===== config.mk =====
export PLATFORM = sky130hd
export DESIGN_NAME = i2c_master_byte_engine_unit_flat
export DESIGN_NICKNAME = d
export VERILOG_FILES = /design/src/hdl/imbe_pkg.sv /design/src/hdl/imbe_ifs.sv /design/src/hdl/imbe_front.sv /design/src/hdl/imbe_queue.sv /design/src/hdl/imbe_back.sv /design/src/hdl/i2c_master_byte_engine_unit.sv /design/src/flat_wrapper.sv
export VERILOG_INCLUDE_DIRS = /design/src /design/src/hdl
export SDC_FILE = /design/constraint.sdc
export NUM_CORES = 1
export LEC_CHECK = 0
export BUFFER_PORTS_ARGS = -buffer_cell sky130_fd_sc_hd__buf_2
export CAP_MARGIN = 10
export CELL_PAD_IN_SITES_DETAIL_PLACEMENT = 1
export CELL_PAD_IN_SITES_GLOBAL_PLACEMENT = 2
export CORE_MARGIN = 1
export CORE_UTILIZATION = 34
export CTS_BUF_LIST = sky130_fd_sc_hd__clkbuf_4 sky130_fd_sc_hd__clkbuf_8 sky130_fd_sc_hd__clkbuf_16
export CTS_CLUSTER_SIZE = 24
export DETAILED_ROUTE_END_ITERATION = 12
export GPL_TIMING_DRIVEN = 1
export PLACE_DENSITY = 0.73
export SKIP_CTS_REPAIR_TIMING = 1
export SLEW_MARGIN = 15
export SYNTH_ARGS = -nofsm -noshare
export SYNTH_HDL_FRONTEND = slang
export SYNTH_HIERARCHICAL = 1
export SYNTH_SLANG_ARGS = --single-unit
export TNS_END_PERCENT = 10

===== constraint.sdc =====
create_clock -name clk -period 3.2 [get_ports clk]
set_clock_uncertainty 0.05 [all_clocks]
set_input_delay 0.32 -clock clk [delete_from_list [all_inputs] [get_ports clk]]
set_output_delay 0.32 -clock clk [all_outputs]
set_load 0.01 [all_outputs]

===== src/hdl/i2c_master_byte_engine_unit_macros.svh =====
// assertion macros used by the i2c master byte engine rtl
`ifndef I2C_MASTER_BYTE_ENGINE_UNIT_MACROS_SVH
`define I2C_MASTER_BYTE_ENGINE_UNIT_MACROS_SVH

// same-cycle implication, sampled on clk, off while rst_n is low
`define IMBE_ASSERT_IMP(lbl, ante, cons, msg) \
  lbl: assert property (@(posedge clk) disable iff (!rst_n) (ante) |-> (cons)) \
    else $error(msg);

// next-cycle implication, sampled on clk, off while rst_n is low
`define IMBE_ASSERT_NXT(lbl, ante, cons, msg) \
  lbl: assert property (@(posedge clk) disable iff (!rst_n) (ante) |=> (cons)) \
    else $error(msg);

`endif


===== src/hdl/imbe_pkg.sv =====
// shared types and constants of the i2c master byte engine
`timescale 1ns / 1ps

package imbe_pkg;

  localparam int unsigned CMD_W   = 3;
  localparam int unsigned BYTE_W  = 8;
  localparam int unsigned PHASE_W = 16;
  localparam int unsigned STEP_W  = 3;
  localparam int unsigned BITC_W  = 4;

  localparam logic [CMD_W-1:0] CMD_NONE  = 3'd0;
  localparam logic [CMD_W-1:0] CMD_START = 3'd1;
  localparam logic [CMD_W-1:0] CMD_STOP  = 3'd2;
  localparam logic [CMD_W-1:0] CMD_WRITE = 3'd3;
  localparam logic [CMD_W-1:0] CMD_READ  = 3'd4;

  localparam logic [PHASE_W-1:0] PHASE_TICKS_RESET = 16'd250;

  localparam int unsigned QUEUE_DEPTH_DEF = 2;

  // one classified request as it travels from the front to the back
  typedef struct packed {
    logic [CMD_W-1:0]  cmd;
    logic [BYTE_W-1:0] write_byte;
    logic              send_ack;
    logic              scl_sample;
    logic              sda_sample;
  } req_t;

  // one result as held in the output register
  typedef struct packed {
    logic              scl_drive;
    logic              sda_drive;
    logic              busy_res;
    logic              done_res;
    logic [BYTE_W-1:0] read_byte;
    logic              ack_seen;
  } res_t;

endpackage


===== src/hdl/imbe_ifs.sv =====
// request and result channel interfaces of the i2c master byte engine
`timescale 1ns / 1ps

interface imbe_in_if import imbe_pkg::*; ();
  logic              valid;
  logic              ready;
  logic [CMD_W-1:0]  kind;
  logic [BYTE_W-1:0] write_byte;
  logic              send_ack;
  logic              scl_sample;
  logic              sda_sample;

  modport source (output valid, kind, write_byte, send_ack, scl_sample, sda_sample,
                  input ready);
  modport sink (input valid, kind, write_byte, send_ack, scl_sample, sda_sample,
                output ready);
endinterface

interface imbe_out_if import imbe_pkg::*; ();
  logic              valid;
  logic              ready;
  logic              scl_drive;
  logic              sda_drive;
  logic              busy_res;
  logic              done_res;
  logic [BYTE_W-1:0] read_byte;
  logic              ack_seen;

  modport source (output valid, scl_drive, sda_drive, busy_res, done_res, read_byte,
                  ack_seen, input ready);
  modport sink (input valid, scl_drive, sda_drive, busy_res, done_res, read_byte,
                ack_seen, output ready);
endinterface


===== src/hdl/imbe_front.sv =====
// front end: takes requests and classifies the command kind
`timescale 1ns / 1ps

module imbe_front import imbe_pkg::*; (
  imbe_in_if.sink in_ch,
  input  logic    q_full,
  output logic    q_push,
  output req_t    q_push_req
);

  logic kind_ok;

  // kinds outside start..read count as no command
  assign kind_ok = (in_ch.kind == CMD_START) || (in_ch.kind == CMD_STOP) ||
                   (in_ch.kind == CMD_WRITE) || (in_ch.kind == CMD_READ);

  assign in_ch.ready = !q_full;
  assign q_push      = in_ch.valid && !q_full;

  always_comb begin
    q_push_req.cmd        = kind_ok ? in_ch.kind : CMD_NONE;
    q_push_req.write_byte = in_ch.write_byte;
    q_push_req.send_ack   = in_ch.send_ack;
    q_push_req.scl_sample = in_ch.scl_sample;
    q_push_req.sda_sample = in_ch.sda_sample;
  end

endmodule


===== src/hdl/imbe_queue.sv =====
// short request queue between front and back
`timescale 1ns / 1ps

module imbe_queue import imbe_pkg::*; #(
  parameter int unsigned DEPTH = QUEUE_DEPTH_DEF
) (
  input  logic clk,
  input  logic rst_n,
  input  logic push,
  input  req_t push_req,
  output logic full,
  input  logic pop,
  output logic not_empty,
  output req_t pop_req
);

  localparam int unsigned PTR_W = (DEPTH > 1) ? $clog2(DEPTH) : 1;
  localparam int unsigned CNT_W = $clog2(DEPTH + 1);
  localparam logic [PTR_W-1:0] LAST = PTR_W'(DEPTH - 1);

  req_t             slot_r [DEPTH];
  logic [PTR_W-1:0] wr_ptr_r, wr_ptr_nxt;
  logic [PTR_W-1:0] rd_ptr_r, rd_ptr_nxt;
  logic [CNT_W-1:0] count_r, count_nxt;

  assign full      = (count_r == CNT_W'(DEPTH));
  assign not_empty = (count_r != '0);
  assign pop_req   = slot_r[rd_ptr_r];

  always_comb begin
    wr_ptr_nxt = wr_ptr_r;
    rd_ptr_nxt = rd_ptr_r;
    count_nxt  = count_r;
    if (push) begin
      wr_ptr_nxt = (wr_ptr_r == LAST) ? '0 : wr_ptr_r + 1'b1;
    end
    if (pop) begin
      rd_ptr_nxt = (rd_ptr_r == LAST) ? '0 : rd_ptr_r + 1'b1;
    end
    if (push && !pop) begin
      count_nxt = count_r + 1'b1;
    end else if (pop && !push) begin
      count_nxt = count_r - 1'b1;
    end
  end

  always_ff @(posedge clk) begin
    if (!rst_n) begin
      wr_ptr_r <= '0;
      rd_ptr_r <= '0;
      count_r  <= '0;
    end else begin
      wr_ptr_r <= wr_ptr_nxt;
      rd_ptr_r <= rd_ptr_nxt;
      count_r  <= count_nxt;
    end
  end

  always_ff @(posedge clk) begin
    if (push) begin
      slot_r[wr_ptr_r] <= push_req;
    end
  end

endmodule


===== src/hdl/imbe_back.sv =====
// back end: bus sequencer, phase timer and result register
`timescale 1ns / 1ps
`include "i2c_master_byte_engine_unit_macros.svh"

module imbe_back import imbe_pkg::*; (
  input  logic               clk,
  input  logic               rst_n,
  input  logic               cfg_wr_en,
  input  logic [PHASE_W-1:0] cfg_wr_data,
  input  logic               q_not_empty,
  input  req_t               q_req,
  output logic               q_pop,
  imbe_out_if.source         out_ch
);

  logic [PHASE_W-1:0] phase_ticks_r;
  logic [CMD_W-1:0]   active_r, active_nxt;
  logic [STEP_W-1:0]  step_r, step_nxt;
  logic [BITC_W-1:0]  bitc_r, bitc_nxt;
  logic [PHASE_W-1:0] delay_r, delay_nxt;
  logic [BYTE_W-1:0]  shift_r, shift_nxt;
  logic               scl_r, scl_nxt;
  logic               sda_r, sda_nxt;
  logic               ack_seen_r, ack_seen_nxt;
  logic               ack_req_r, ack_req_nxt;
  logic [BYTE_W-1:0]  read_hold_r, read_hold_nxt;
  logic               done;
  logic [PHASE_W-1:0] phase_load;
  logic               out_valid_r;
  res_t               out_r;

  assign q_pop      = q_not_empty && (!out_valid_r || out_ch.ready);
  // a zero setting behaves as one tick per phase
  assign phase_load = (phase_ticks_r == '0) ? '0 : phase_ticks_r - 1'b1;

  always_comb begin
    active_nxt    = active_r;
    step_nxt      = step_r;
    bitc_nxt      = bitc_r;
    delay_nxt     = delay_r;
    shift_nxt     = shift_r;
    scl_nxt       = scl_r;
    sda_nxt       = sda_r;
    ack_seen_nxt  = ack_seen_r;
    ack_req_nxt   = ack_req_r;
    read_hold_nxt = read_hold_r;
    done          = 1'b0;

    // idle engine latches a new command, otherwise the command is dropped
    if (active_r == CMD_NONE && q_req.cmd != CMD_NONE) begin
      active_nxt  = q_req.cmd;
      step_nxt    = '0;
      bitc_nxt    = '0;
      delay_nxt   = '0;
      ack_req_nxt = q_req.send_ack;
      if (q_req.cmd == CMD_WRITE) begin
        shift_nxt = q_req.write_byte;
      end else if (q_req.cmd == CMD_READ) begin
        shift_nxt = '0;
      end
    end

    if (active_nxt != CMD_NONE) begin
      if (delay_nxt != '0) begin
        delay_nxt = delay_nxt - 1'b1;
      end else begin
        unique case (active_nxt)
          CMD_START: begin
            unique case (step_nxt)
              3'd0: begin sda_nxt = 1'b1; delay_nxt = phase_load; step_nxt = 3'd1; end
              3'd1: begin scl_nxt = 1'b1; delay_nxt = phase_load; step_nxt = 3'd2; end
              3'd2: begin sda_nxt = 1'b0; delay_nxt = phase_load; step_nxt = 3'd3; end
              3'd3: begin scl_nxt = 1'b0; delay_nxt = phase_load; step_nxt = 3'd4; end
              default: done = 1'b1;
            endcase
          end
          CMD_STOP: begin
            unique case (step_nxt)
              3'd0: begin sda_nxt = 1'b0; delay_nxt = phase_load; step_nxt = 3'd1; end
              3'd1: begin scl_nxt = 1'b1; delay_nxt = phase_load; step_nxt = 3'd2; end
              3'd2: begin sda_nxt = 1'b1; delay_nxt = phase_load; step_nxt = 3'd3; end
              default: done = 1'b1;
            endcase
          end
          CMD_WRITE: begin
            unique case (step_nxt)
              3'd0: begin
                if (bitc_nxt != '0) begin
                  scl_nxt = 1'b0;
                end
                if (!bitc_nxt[BITC_W-1]) begin
                  sda_nxt   = shift_nxt[BYTE_W-1];
                  shift_nxt = {shift_nxt[BYTE_W-2:0], 1'b0};
                end else begin
                  sda_nxt = 1'b1;
                end
                delay_nxt = phase_load;
                step_nxt  = 3'd1;
              end
              3'd1: begin
                scl_nxt = 1'b1;
                if (!bitc_nxt[BITC_W-1]) begin
                  bitc_nxt = bitc_nxt + 1'b1;
                  step_nxt = 3'd0;
                end else begin
                  step_nxt = 3'd2;
                end
                delay_nxt = phase_load;
              end
              3'd2: begin
                // ack sampled while scl is still high for the ack bit
                ack_seen_nxt = !q_req.sda_sample;
                scl_nxt      = 1'b0;
                delay_nxt    = phase_load;
                step_nxt     = 3'd3;
              end
              default: done = 1'b1;
            endcase
          end
          CMD_READ: begin
            unique case (step_nxt)
              3'd0: begin
                sda_nxt   = 1'b1;
                scl_nxt   = 1'b1;
                delay_nxt = phase_load;
                step_nxt  = 3'd1;
              end
              3'd1: begin
                // wait here while the slave stretches the clock
                if (q_req.scl_sample) begin
                  shift_nxt = {shift_nxt[BYTE_W-2:0], q_req.sda_sample};
                  scl_nxt   = 1'b0;
                  bitc_nxt  = bitc_nxt + 1'b1;
                  if (!bitc_nxt[BITC_W-1]) begin
                    step_nxt = 3'd2;
                  end else begin
                    sda_nxt  = !ack_req_nxt;
                    step_nxt = 3'd3;
                  end
                  delay_nxt = phase_load;
                end
              end
              3'd2: begin scl_nxt = 1'b1; delay_nxt = phase_load; step_nxt = 3'd1; end
              3'd3: begin scl_nxt = 1'b1; delay_nxt = phase_load; step_nxt = 3'd4; end
              3'd4: begin scl_nxt = 1'b0; delay_nxt = phase_load; step_nxt = 3'd5; end
              default: begin
                sda_nxt       = 1'b1;
                read_hold_nxt = shift_nxt;
                done          = 1'b1;
              end
            endcase
          end
          default: done = 1'b1;
        endcase
        if (done) begin
          active_nxt = CMD_NONE;
          step_nxt   = '0;
          bitc_nxt   = '0;
          delay_nxt  = '0;
        end
      end
    end
  end

  always_ff @(posedge clk) begin
    if (!rst_n) begin
      phase_ticks_r <= PHASE_TICKS_RESET;
    end else if (cfg_wr_en) begin
      phase_ticks_r <= cfg_wr_data;
    end
  end

  always_ff @(posedge clk) begin
    if (!rst_n) begin
      active_r    <= CMD_NONE;
      step_r      <= '0;
      bitc_r      <= '0;
      delay_r     <= '0;
      shift_r     <= '0;
      scl_r       <= 1'b1;
      sda_r       <= 1'b1;
      ack_seen_r  <= 1'b0;
      ack_req_r   <= 1'b0;
      read_hold_r <= '0;
      out_valid_r <= 1'b0;
    end else begin
      if (q_pop) begin
        active_r    <= active_nxt;
        step_r      <= step_nxt;
        bitc_r      <= bitc_nxt;
        delay_r     <= delay_nxt;
        shift_r     <= shift_nxt;
        scl_r       <= scl_nxt;
        sda_r       <= sda_nxt;
        ack_seen_r  <= ack_seen_nxt;
        ack_req_r   <= ack_req_nxt;
        read_hold_r <= read_hold_nxt;
        out_valid_r <= 1'b1;
      end else if (out_ch.ready) begin
        out_valid_r <= 1'b0;
      end
    end
  end

  always_ff @(posedge clk) begin
    if (q_pop) begin
      out_r.scl_drive <= scl_nxt;
      out_r.sda_drive <= sda_nxt;
      out_r.busy_res  <= (active_nxt != CMD_NONE);
      out_r.done_res  <= done;
      out_r.read_byte <= read_hold_nxt;
      out_r.ack_seen  <= ack_seen_nxt;
    end
  end

  assign out_ch.valid     = out_valid_r;
  assign out_ch.scl_drive = out_r.scl_drive;
  assign out_ch.sda_drive = out_r.sda_drive;
  assign out_ch.busy_res  = out_r.busy_res;
  assign out_ch.done_res  = out_r.done_res;
  assign out_ch.read_byte = out_r.read_byte;
  assign out_ch.ack_seen  = out_r.ack_seen;

  `IMBE_ASSERT_IMP(a_idle_clean, active_r == CMD_NONE,
                   step_r == '0 && bitc_r == '0 && delay_r == '0,
                   "idle engine holds stale sequencer state")
  `IMBE_ASSERT_IMP(a_done_not_busy, out_valid_r && out_r.done_res, !out_r.busy_res,
                   "completing result still flagged busy")
  `IMBE_ASSERT_NXT(a_delay_countdown, q_pop && active_r != CMD_NONE && delay_r != '0,
                   delay_r == $past(delay_r) - 1'b1,
                   "phase timer did not count down by one")
  `IMBE_ASSERT_IMP(a_bit_range, active_r != CMD_NONE, bitc_r <= 4'd8,
                   "bit counter ran past the byte")

endmodule


===== src/hdl/i2c_master_byte_engine_unit.sv =====
// top level of the i2c master byte engine
`timescale 1ns / 1ps
// usage:
//   in_ch carries one request per bus-timer tick: kind (none, start, stop,
//   write byte, read byte), the byte to write, the ack choice for a read and
//   the sampled scl/sda levels. out_ch returns one result per request: the
//   scl/sda drive levels, busy, a one-tick done pulse, the last read byte and
//   the last write ack.
//   cfg_wr_en/cfg_wr_data set the ticks per bus phase (reset 250); write it
//   only while no request is in flight.
// path and throughput:
//   a request is held in the request queue and then in the output register
//   before its result can be taken on out_ch. one request is taken every
//   cycle while the queue has room; the sequencer finishes a tick's whole
//   step combinationally.
// reset:
//   rst_n is synchronous, active low; the engine goes idle with both lines
//   released, the queue empties and the phase setting returns to 250.
// stalls:
//   with a result waiting and out_ch.ready low, the result register holds,
//   the sequencer stops and requests queue up; in_ch.ready drops once full.

module i2c_master_byte_engine_unit import imbe_pkg::*; #(
  parameter int unsigned QUEUE_DEPTH = QUEUE_DEPTH_DEF
) (
  input  logic               clk,
  input  logic               rst_n,
  imbe_in_if.sink            in_ch,
  imbe_out_if.source         out_ch,
  input  logic               cfg_wr_en,
  input  logic [PHASE_W-1:0] cfg_wr_data
);

  // front to queue
  logic q_push;
  req_t q_push_req;
  logic q_full;
  // queue to back
  logic q_pop;
  logic q_not_empty;
  req_t q_pop_req;

  // classify kinds and take requests while the queue has room
  imbe_front u_front (
    .in_ch      (in_ch),
    .q_full     (q_full),
    .q_push     (q_push),
    .q_push_req (q_push_req)
  );

  // short queue lets the front keep taking while the back waits on out_ch
  imbe_queue #(
    .DEPTH (QUEUE_DEPTH)
  ) u_queue (
    .clk       (clk),
    .rst_n     (rst_n),
    .push      (q_push),
    .push_req  (q_push_req),
    .full      (q_full),
    .pop       (q_pop),
    .not_empty (q_not_empty),
    .pop_req   (q_pop_req)
  );

  // bus sequencer: one tick per popped request
  imbe_back u_back (
    .clk         (clk),
    .rst_n       (rst_n),
    .cfg_wr_en   (cfg_wr_en),
    .cfg_wr_data (cfg_wr_data),
    .q_not_empty (q_not_empty),
    .q_req       (q_pop_req),
    .q_pop       (q_pop),
    .out_ch      (out_ch)
  );

endmodule


===== src/flat_wrapper.sv =====
// flat-port wrapper written by rule: the top's interface ports become plain ports
module i2c_master_byte_engine_unit_flat import imbe_pkg::*;
#(
  parameter int unsigned QUEUE_DEPTH = QUEUE_DEPTH_DEF
)
  (clk, rst_n, cfg_wr_en, cfg_wr_data, in_ch_valid, in_ch_kind, in_ch_write_byte, in_ch_send_ack, in_ch_scl_sample, in_ch_sda_sample, in_ch_ready, out_ch_valid, out_ch_scl_drive, out_ch_sda_drive, out_ch_busy_res, out_ch_done_res, out_ch_read_byte, out_ch_ack_seen, out_ch_ready);
  imbe_in_if in_ch_i ();
  imbe_out_if out_ch_i ();
  input  logic clk;
  input  logic rst_n;
  input  logic cfg_wr_en;
  input  logic [PHASE_W-1:0] cfg_wr_data;
  input wire logic [$bits(in_ch_i.valid)-1:0] in_ch_valid;
  input wire logic [$bits(in_ch_i.kind)-1:0] in_ch_kind;
  input wire logic [$bits(in_ch_i.write_byte)-1:0] in_ch_write_byte;
  input wire logic [$bits(in_ch_i.send_ack)-1:0] in_ch_send_ack;
  input wire logic [$bits(in_ch_i.scl_sample)-1:0] in_ch_scl_sample;
  input wire logic [$bits(in_ch_i.sda_sample)-1:0] in_ch_sda_sample;
  output wire logic [$bits(in_ch_i.ready)-1:0] in_ch_ready;
  output wire logic [$bits(out_ch_i.valid)-1:0] out_ch_valid;
  output wire logic [$bits(out_ch_i.scl_drive)-1:0] out_ch_scl_drive;
  output wire logic [$bits(out_ch_i.sda_drive)-1:0] out_ch_sda_drive;
  output wire logic [$bits(out_ch_i.busy_res)-1:0] out_ch_busy_res;
  output wire logic [$bits(out_ch_i.done_res)-1:0] out_ch_done_res;
  output wire logic [$bits(out_ch_i.read_byte)-1:0] out_ch_read_byte;
  output wire logic [$bits(out_ch_i.ack_seen)-1:0] out_ch_ack_seen;
  input wire logic [$bits(out_ch_i.ready)-1:0] out_ch_ready;
  assign in_ch_i.valid = in_ch_valid;
  assign in_ch_i.kind = in_ch_kind;
  assign in_ch_i.write_byte = in_ch_write_byte;
  assign in_ch_i.send_ack = in_ch_send_ack;
  assign in_ch_i.scl_sample = in_ch_scl_sample;
  assign in_ch_i.sda_sample = in_ch_sda_sample;
  assign in_ch_ready = in_ch_i.ready;
  assign out_ch_valid = out_ch_i.valid;
  assign out_ch_scl_drive = out_ch_i.scl_drive;
  assign out_ch_sda_drive = out_ch_i.sda_drive;
  assign out_ch_busy_res = out_ch_i.busy_res;
  assign out_ch_done_res = out_ch_i.done_res;
  assign out_ch_read_byte = out_ch_i.read_byte;
  assign out_ch_ack_seen = out_ch_i.ack_seen;
  assign out_ch_i.ready = out_ch_ready;
  i2c_master_byte_engine_unit #(.QUEUE_DEPTH(QUEUE_DEPTH)) u_core (.clk(clk), .rst_n(rst_n), .in_ch(in_ch_i), .out_ch(out_ch_i), .cfg_wr_en(cfg_wr_en), .cfg_wr_data(cfg_wr_data));
endmodule

==> flow_summary.ini <==
[outcome]
status = complete, but fails checks
failed_checks = DRC

[routing]
ant_nets = 0
drc = 2
firstDrtPassIters = 8
routed_wl_mm = 20.6
wire_per_inst_um = 20.8
drt_iter0_markers = 476
vias = 5782
routed_via_density = 5.85

[logic_synthesis]
syn_area_um2 = 6360
ys.flop_type = dfxtp_1
synthArstFlopShare_pct = 0
netlist.area_leader.share_pct = 21.4
synth_cell_types = 76
synth_area_leaders = dfxtp_1 21%, edfxtp_1 19%, mux2_2 4.4%
synth_nets = 743
avgSynthCellArea_um2 = 9.06
synth_seq_cells = 109
seq_area_frac_synth_pct = 40.8
synth_edf_count = 41
synth_top_area_cell = dfxtp_1
synth_warnings = 6
netlist_instances = 702

[setup_path]
critPathBufInv = 2
crit_arrival_ns = 3.29
critPathRequiredTime_ns = 3.40
r2r-end = u_core/u_back/active_r[2]
slowest_stage = a211oi_1
rr_worst_depth = 9
worst-setup-path-type = reg2reg
max_stage_delay_ns = 0.60
crit_chain = mux2_2 > buf_4 > or3b_2 > a211oi_1 > o21a_1 > o21ai_2 > a211oi_1 > buf_4 > nor3_1
r2r_setup_slack_ns = 0.11
start_kind = register
cp_max_fo = 11
cpLargestDelayFamily = compound AO/OA/AOI/OAI gates
endpoint_kind = register

[pwr]
power.share.combinational_pct = 56.7
power.density_nw_per_um2 = 1030
p_seq_share_pct = 27.8
p_switching_mw = 3.61
p_leak_nw = 2.76
peakVddDrop_v = 0.000334
pwr-share-clk_pct = 15.5
switching_share_pct = 48.2
p_total_mw = 7.49
internal-power_mw = 3.88

[clocking]
cts_max_level = 3
clkLatencyLatePin_ns = 0.37
clock_sinks = 109
clock_path_buffers = 2
cts_buffers = 9
root_buffer = clkbuf_16
path_clk_slew_ns = 0.08
cts_tree = yes

[sta]
setup_tns_ns = 0
slew_viol_final = 0
setup_viol = 0
relSlewSlack_pct = 51.0
timing.final.crit_share_pct = 96.6
fin_crit_ns = 3.09
hold_violations = 0
tightestPinTransition_ns = 0.735
rsz0062_at_grt = no
max_freq_ghz = 0.324

[placement]
io_buffers = 49
dpl.hpwl_mm = 15.2
gp_congestion = 0.828

[floorplanning]
start_util_pct = 35.0
die_width_um = 139
fp.dieH_um = 139
rows = 49
die_area_um2 = 19300
core_area_um2 = 18100
ios = 50

[hold_path]
hold-path-endpoint = u_core/u_queue/slot_r[0][9]
hold_depth = 1
holdCritStartpoint = in_ch_write_byte[6]
hold_path_class = in2reg

[final_layout]
fillers = 2137
drive_gt1_share_pct = 21.6
multi_input_area_um2 = 3470
fin_nets = 796
seq_area_um2 = 2590
num_antenna_cells = 0
areaGrowthSynthToFinish_pct = 14.9

[global_routing]
grt.total_usage_pct = 21.7
antenna_found_initial = 0
grt_pass1_vias = 5773
grt_max_degree = 43
grt_pass1_wl_mm = 32.7
overflow = 0

[job]
cap_violations = 0
==> power by group through the flow <==
stage | logic, mW | registers (mW) | clock network (mW)
after floorplan | 2.71 | 2.04 | 0
after CTS | 4.09 | 2.08 | 1.19
after global routing | 4.57 | 2.13 | 1.25
after detailed placement | 4.08 | 2.11 | 0
after global placement | 3.99 | 2.09 | 0
final | 4.25 | 2.08 | 1.16
==> registers in the layout, indices dropped and copies added (netlist names), 2 cells and up, named ones only <==
name,cells
u_core/u_back/bitc_r,4
u_core/u_back/out_ch.read_byte,8
u_core/u_back/shift_r,8
u_core/u_back/delay_r,16
u_core/u_back/phase_ticks_r,16
u_core/u_back/step_r,3
u_core/u_queue/count_r,2
u_core/u_queue/slot_r,28
u_core/u_back/active_r,3
u_core/u_back/read_hold_r,8
==> synthesized netlist by cell type (4+ instances only) <==
cell type / n
a21oi_2: 4
and3_1: 7
mux2_2: 25
o221ai_1: 4
nor3_1: 21
edfxtp_1: 41
nor2_1: 49
a211oi_1: 9
nor2b_1: 10
and2_1: 13
nand2_1: 61
buf_4: 12
a32oi_1: 5
nor3b_1: 8
o22ai_1: 10
clkbuf_1: 32
nand4_1: 8
a31oi_1: 11
buf_2: 6
a21oi_1: 51
inv_1: 14
a22oi_1: 4
or4_1: 8
ha_1: 6
o21ai_1: 4
a22o_1: 7
xor2_1: 10
mux2i_1: 26
nor4_1: 10
a21boi_0: 4
xnor2_1: 5
dfxtp_1: 68
o21a_1: 10
or3_1: 6
nand3_1: 12
o21ai_0: 48
a41oi_1: 6
o211ai_1: 14
==> cell families (layout without fill, tap and decap cells) <==
group	count (synthesis)	in the layout	synth area share, %
flops	109	109	40.8
compound gates	218	218	22.7
mux	51	51	8.52
simple gates	233	233	19.6
buf+inv	70	128	5.19
xor+xnor	15	15	2.07
fa+ha+maj	6	6	1.18
==> metrics by stage <==
stage	util (%)	std cells	setup slack (ns)	hold WS, ns	instance area (µm²)
after floorplan	-	702	0.0207	0.379	6380
after global placement	38.1	964	0.0485	0.388	6920
after detailed placement	38.1	964	0.0678	0.405	6920
after CTS	39.8	980	0.0407	0.0740	7220
after global routing	40.3	989	0.0101	0.0786	7310
final	40.3	989	0.109	0.0868	7310
==> routing by layer <==
metal / track usage (%) / part of all wire (%) / up-vias
li1: - / - / 2741
met1: 30.5 / 50 / 2880
met2: 35.1 / 46 / 137
met3: 2.94 / 3.5 / 24
met4: 5.61 / 1.4 / 0
met5: 0 / 0 / -
==> layout make-up <==
type                            count  share of cell area [%]
Clock buffer                        9                    3.08
Clock inverter                      7                    1.04
Inverter                           16                   0.822
Multi-Input combinational cell    523                    47.4
Sequential cell                   109                    35.5
Tap cell                          229                    3.92
Timing Repair Buffer               96                    8.19
==> cells in the final DEF, fill, tap and decap left out, drive strengths merged, types with 5 or more instances in the layout <==
cell type / instances
mux2i: 26
a31oi: 11
or4: 8
xor2: 10
a32oi: 5
nor4: 13
nor3: 22
clkbuf: 9
dfxtp: 68
o21ai: 52
and2: 13
a22o: 7
a21oi: 55
nand4: 9
buf: 96
a211oi: 9
or3: 6
ha: 6
mux2: 25
a21boi: 5
o22ai: 10
a41oi: 6
nor2: 50
nor2b: 10
inv: 18
and3: 7
nor3b: 9
edfxtp: 41
o21a: 10
nand2: 62
o211ai: 14
xnor2: 5
nand3: 12
==> worst max path at each step <==
stage	end	slack, ns	cells past startpoint
2_1_floorplan	u_core/u_back/out_ch.scl_drive	0.02	15
3_3_place_gp	u_core/u_back/active_r[0]	0.05	9
3_5_place_dp	u_core/u_back/active_r[2]	0.07	9
4_1_cts	u_core/u_back/active_r[2]	0.04	9
5_1_grt	u_core/u_back/out_ch.sda_drive	0.01	13
6_report	u_core/u_back/active_r[2]	0.11	9
No activity file was read; power rests on OpenSTA's default activity.
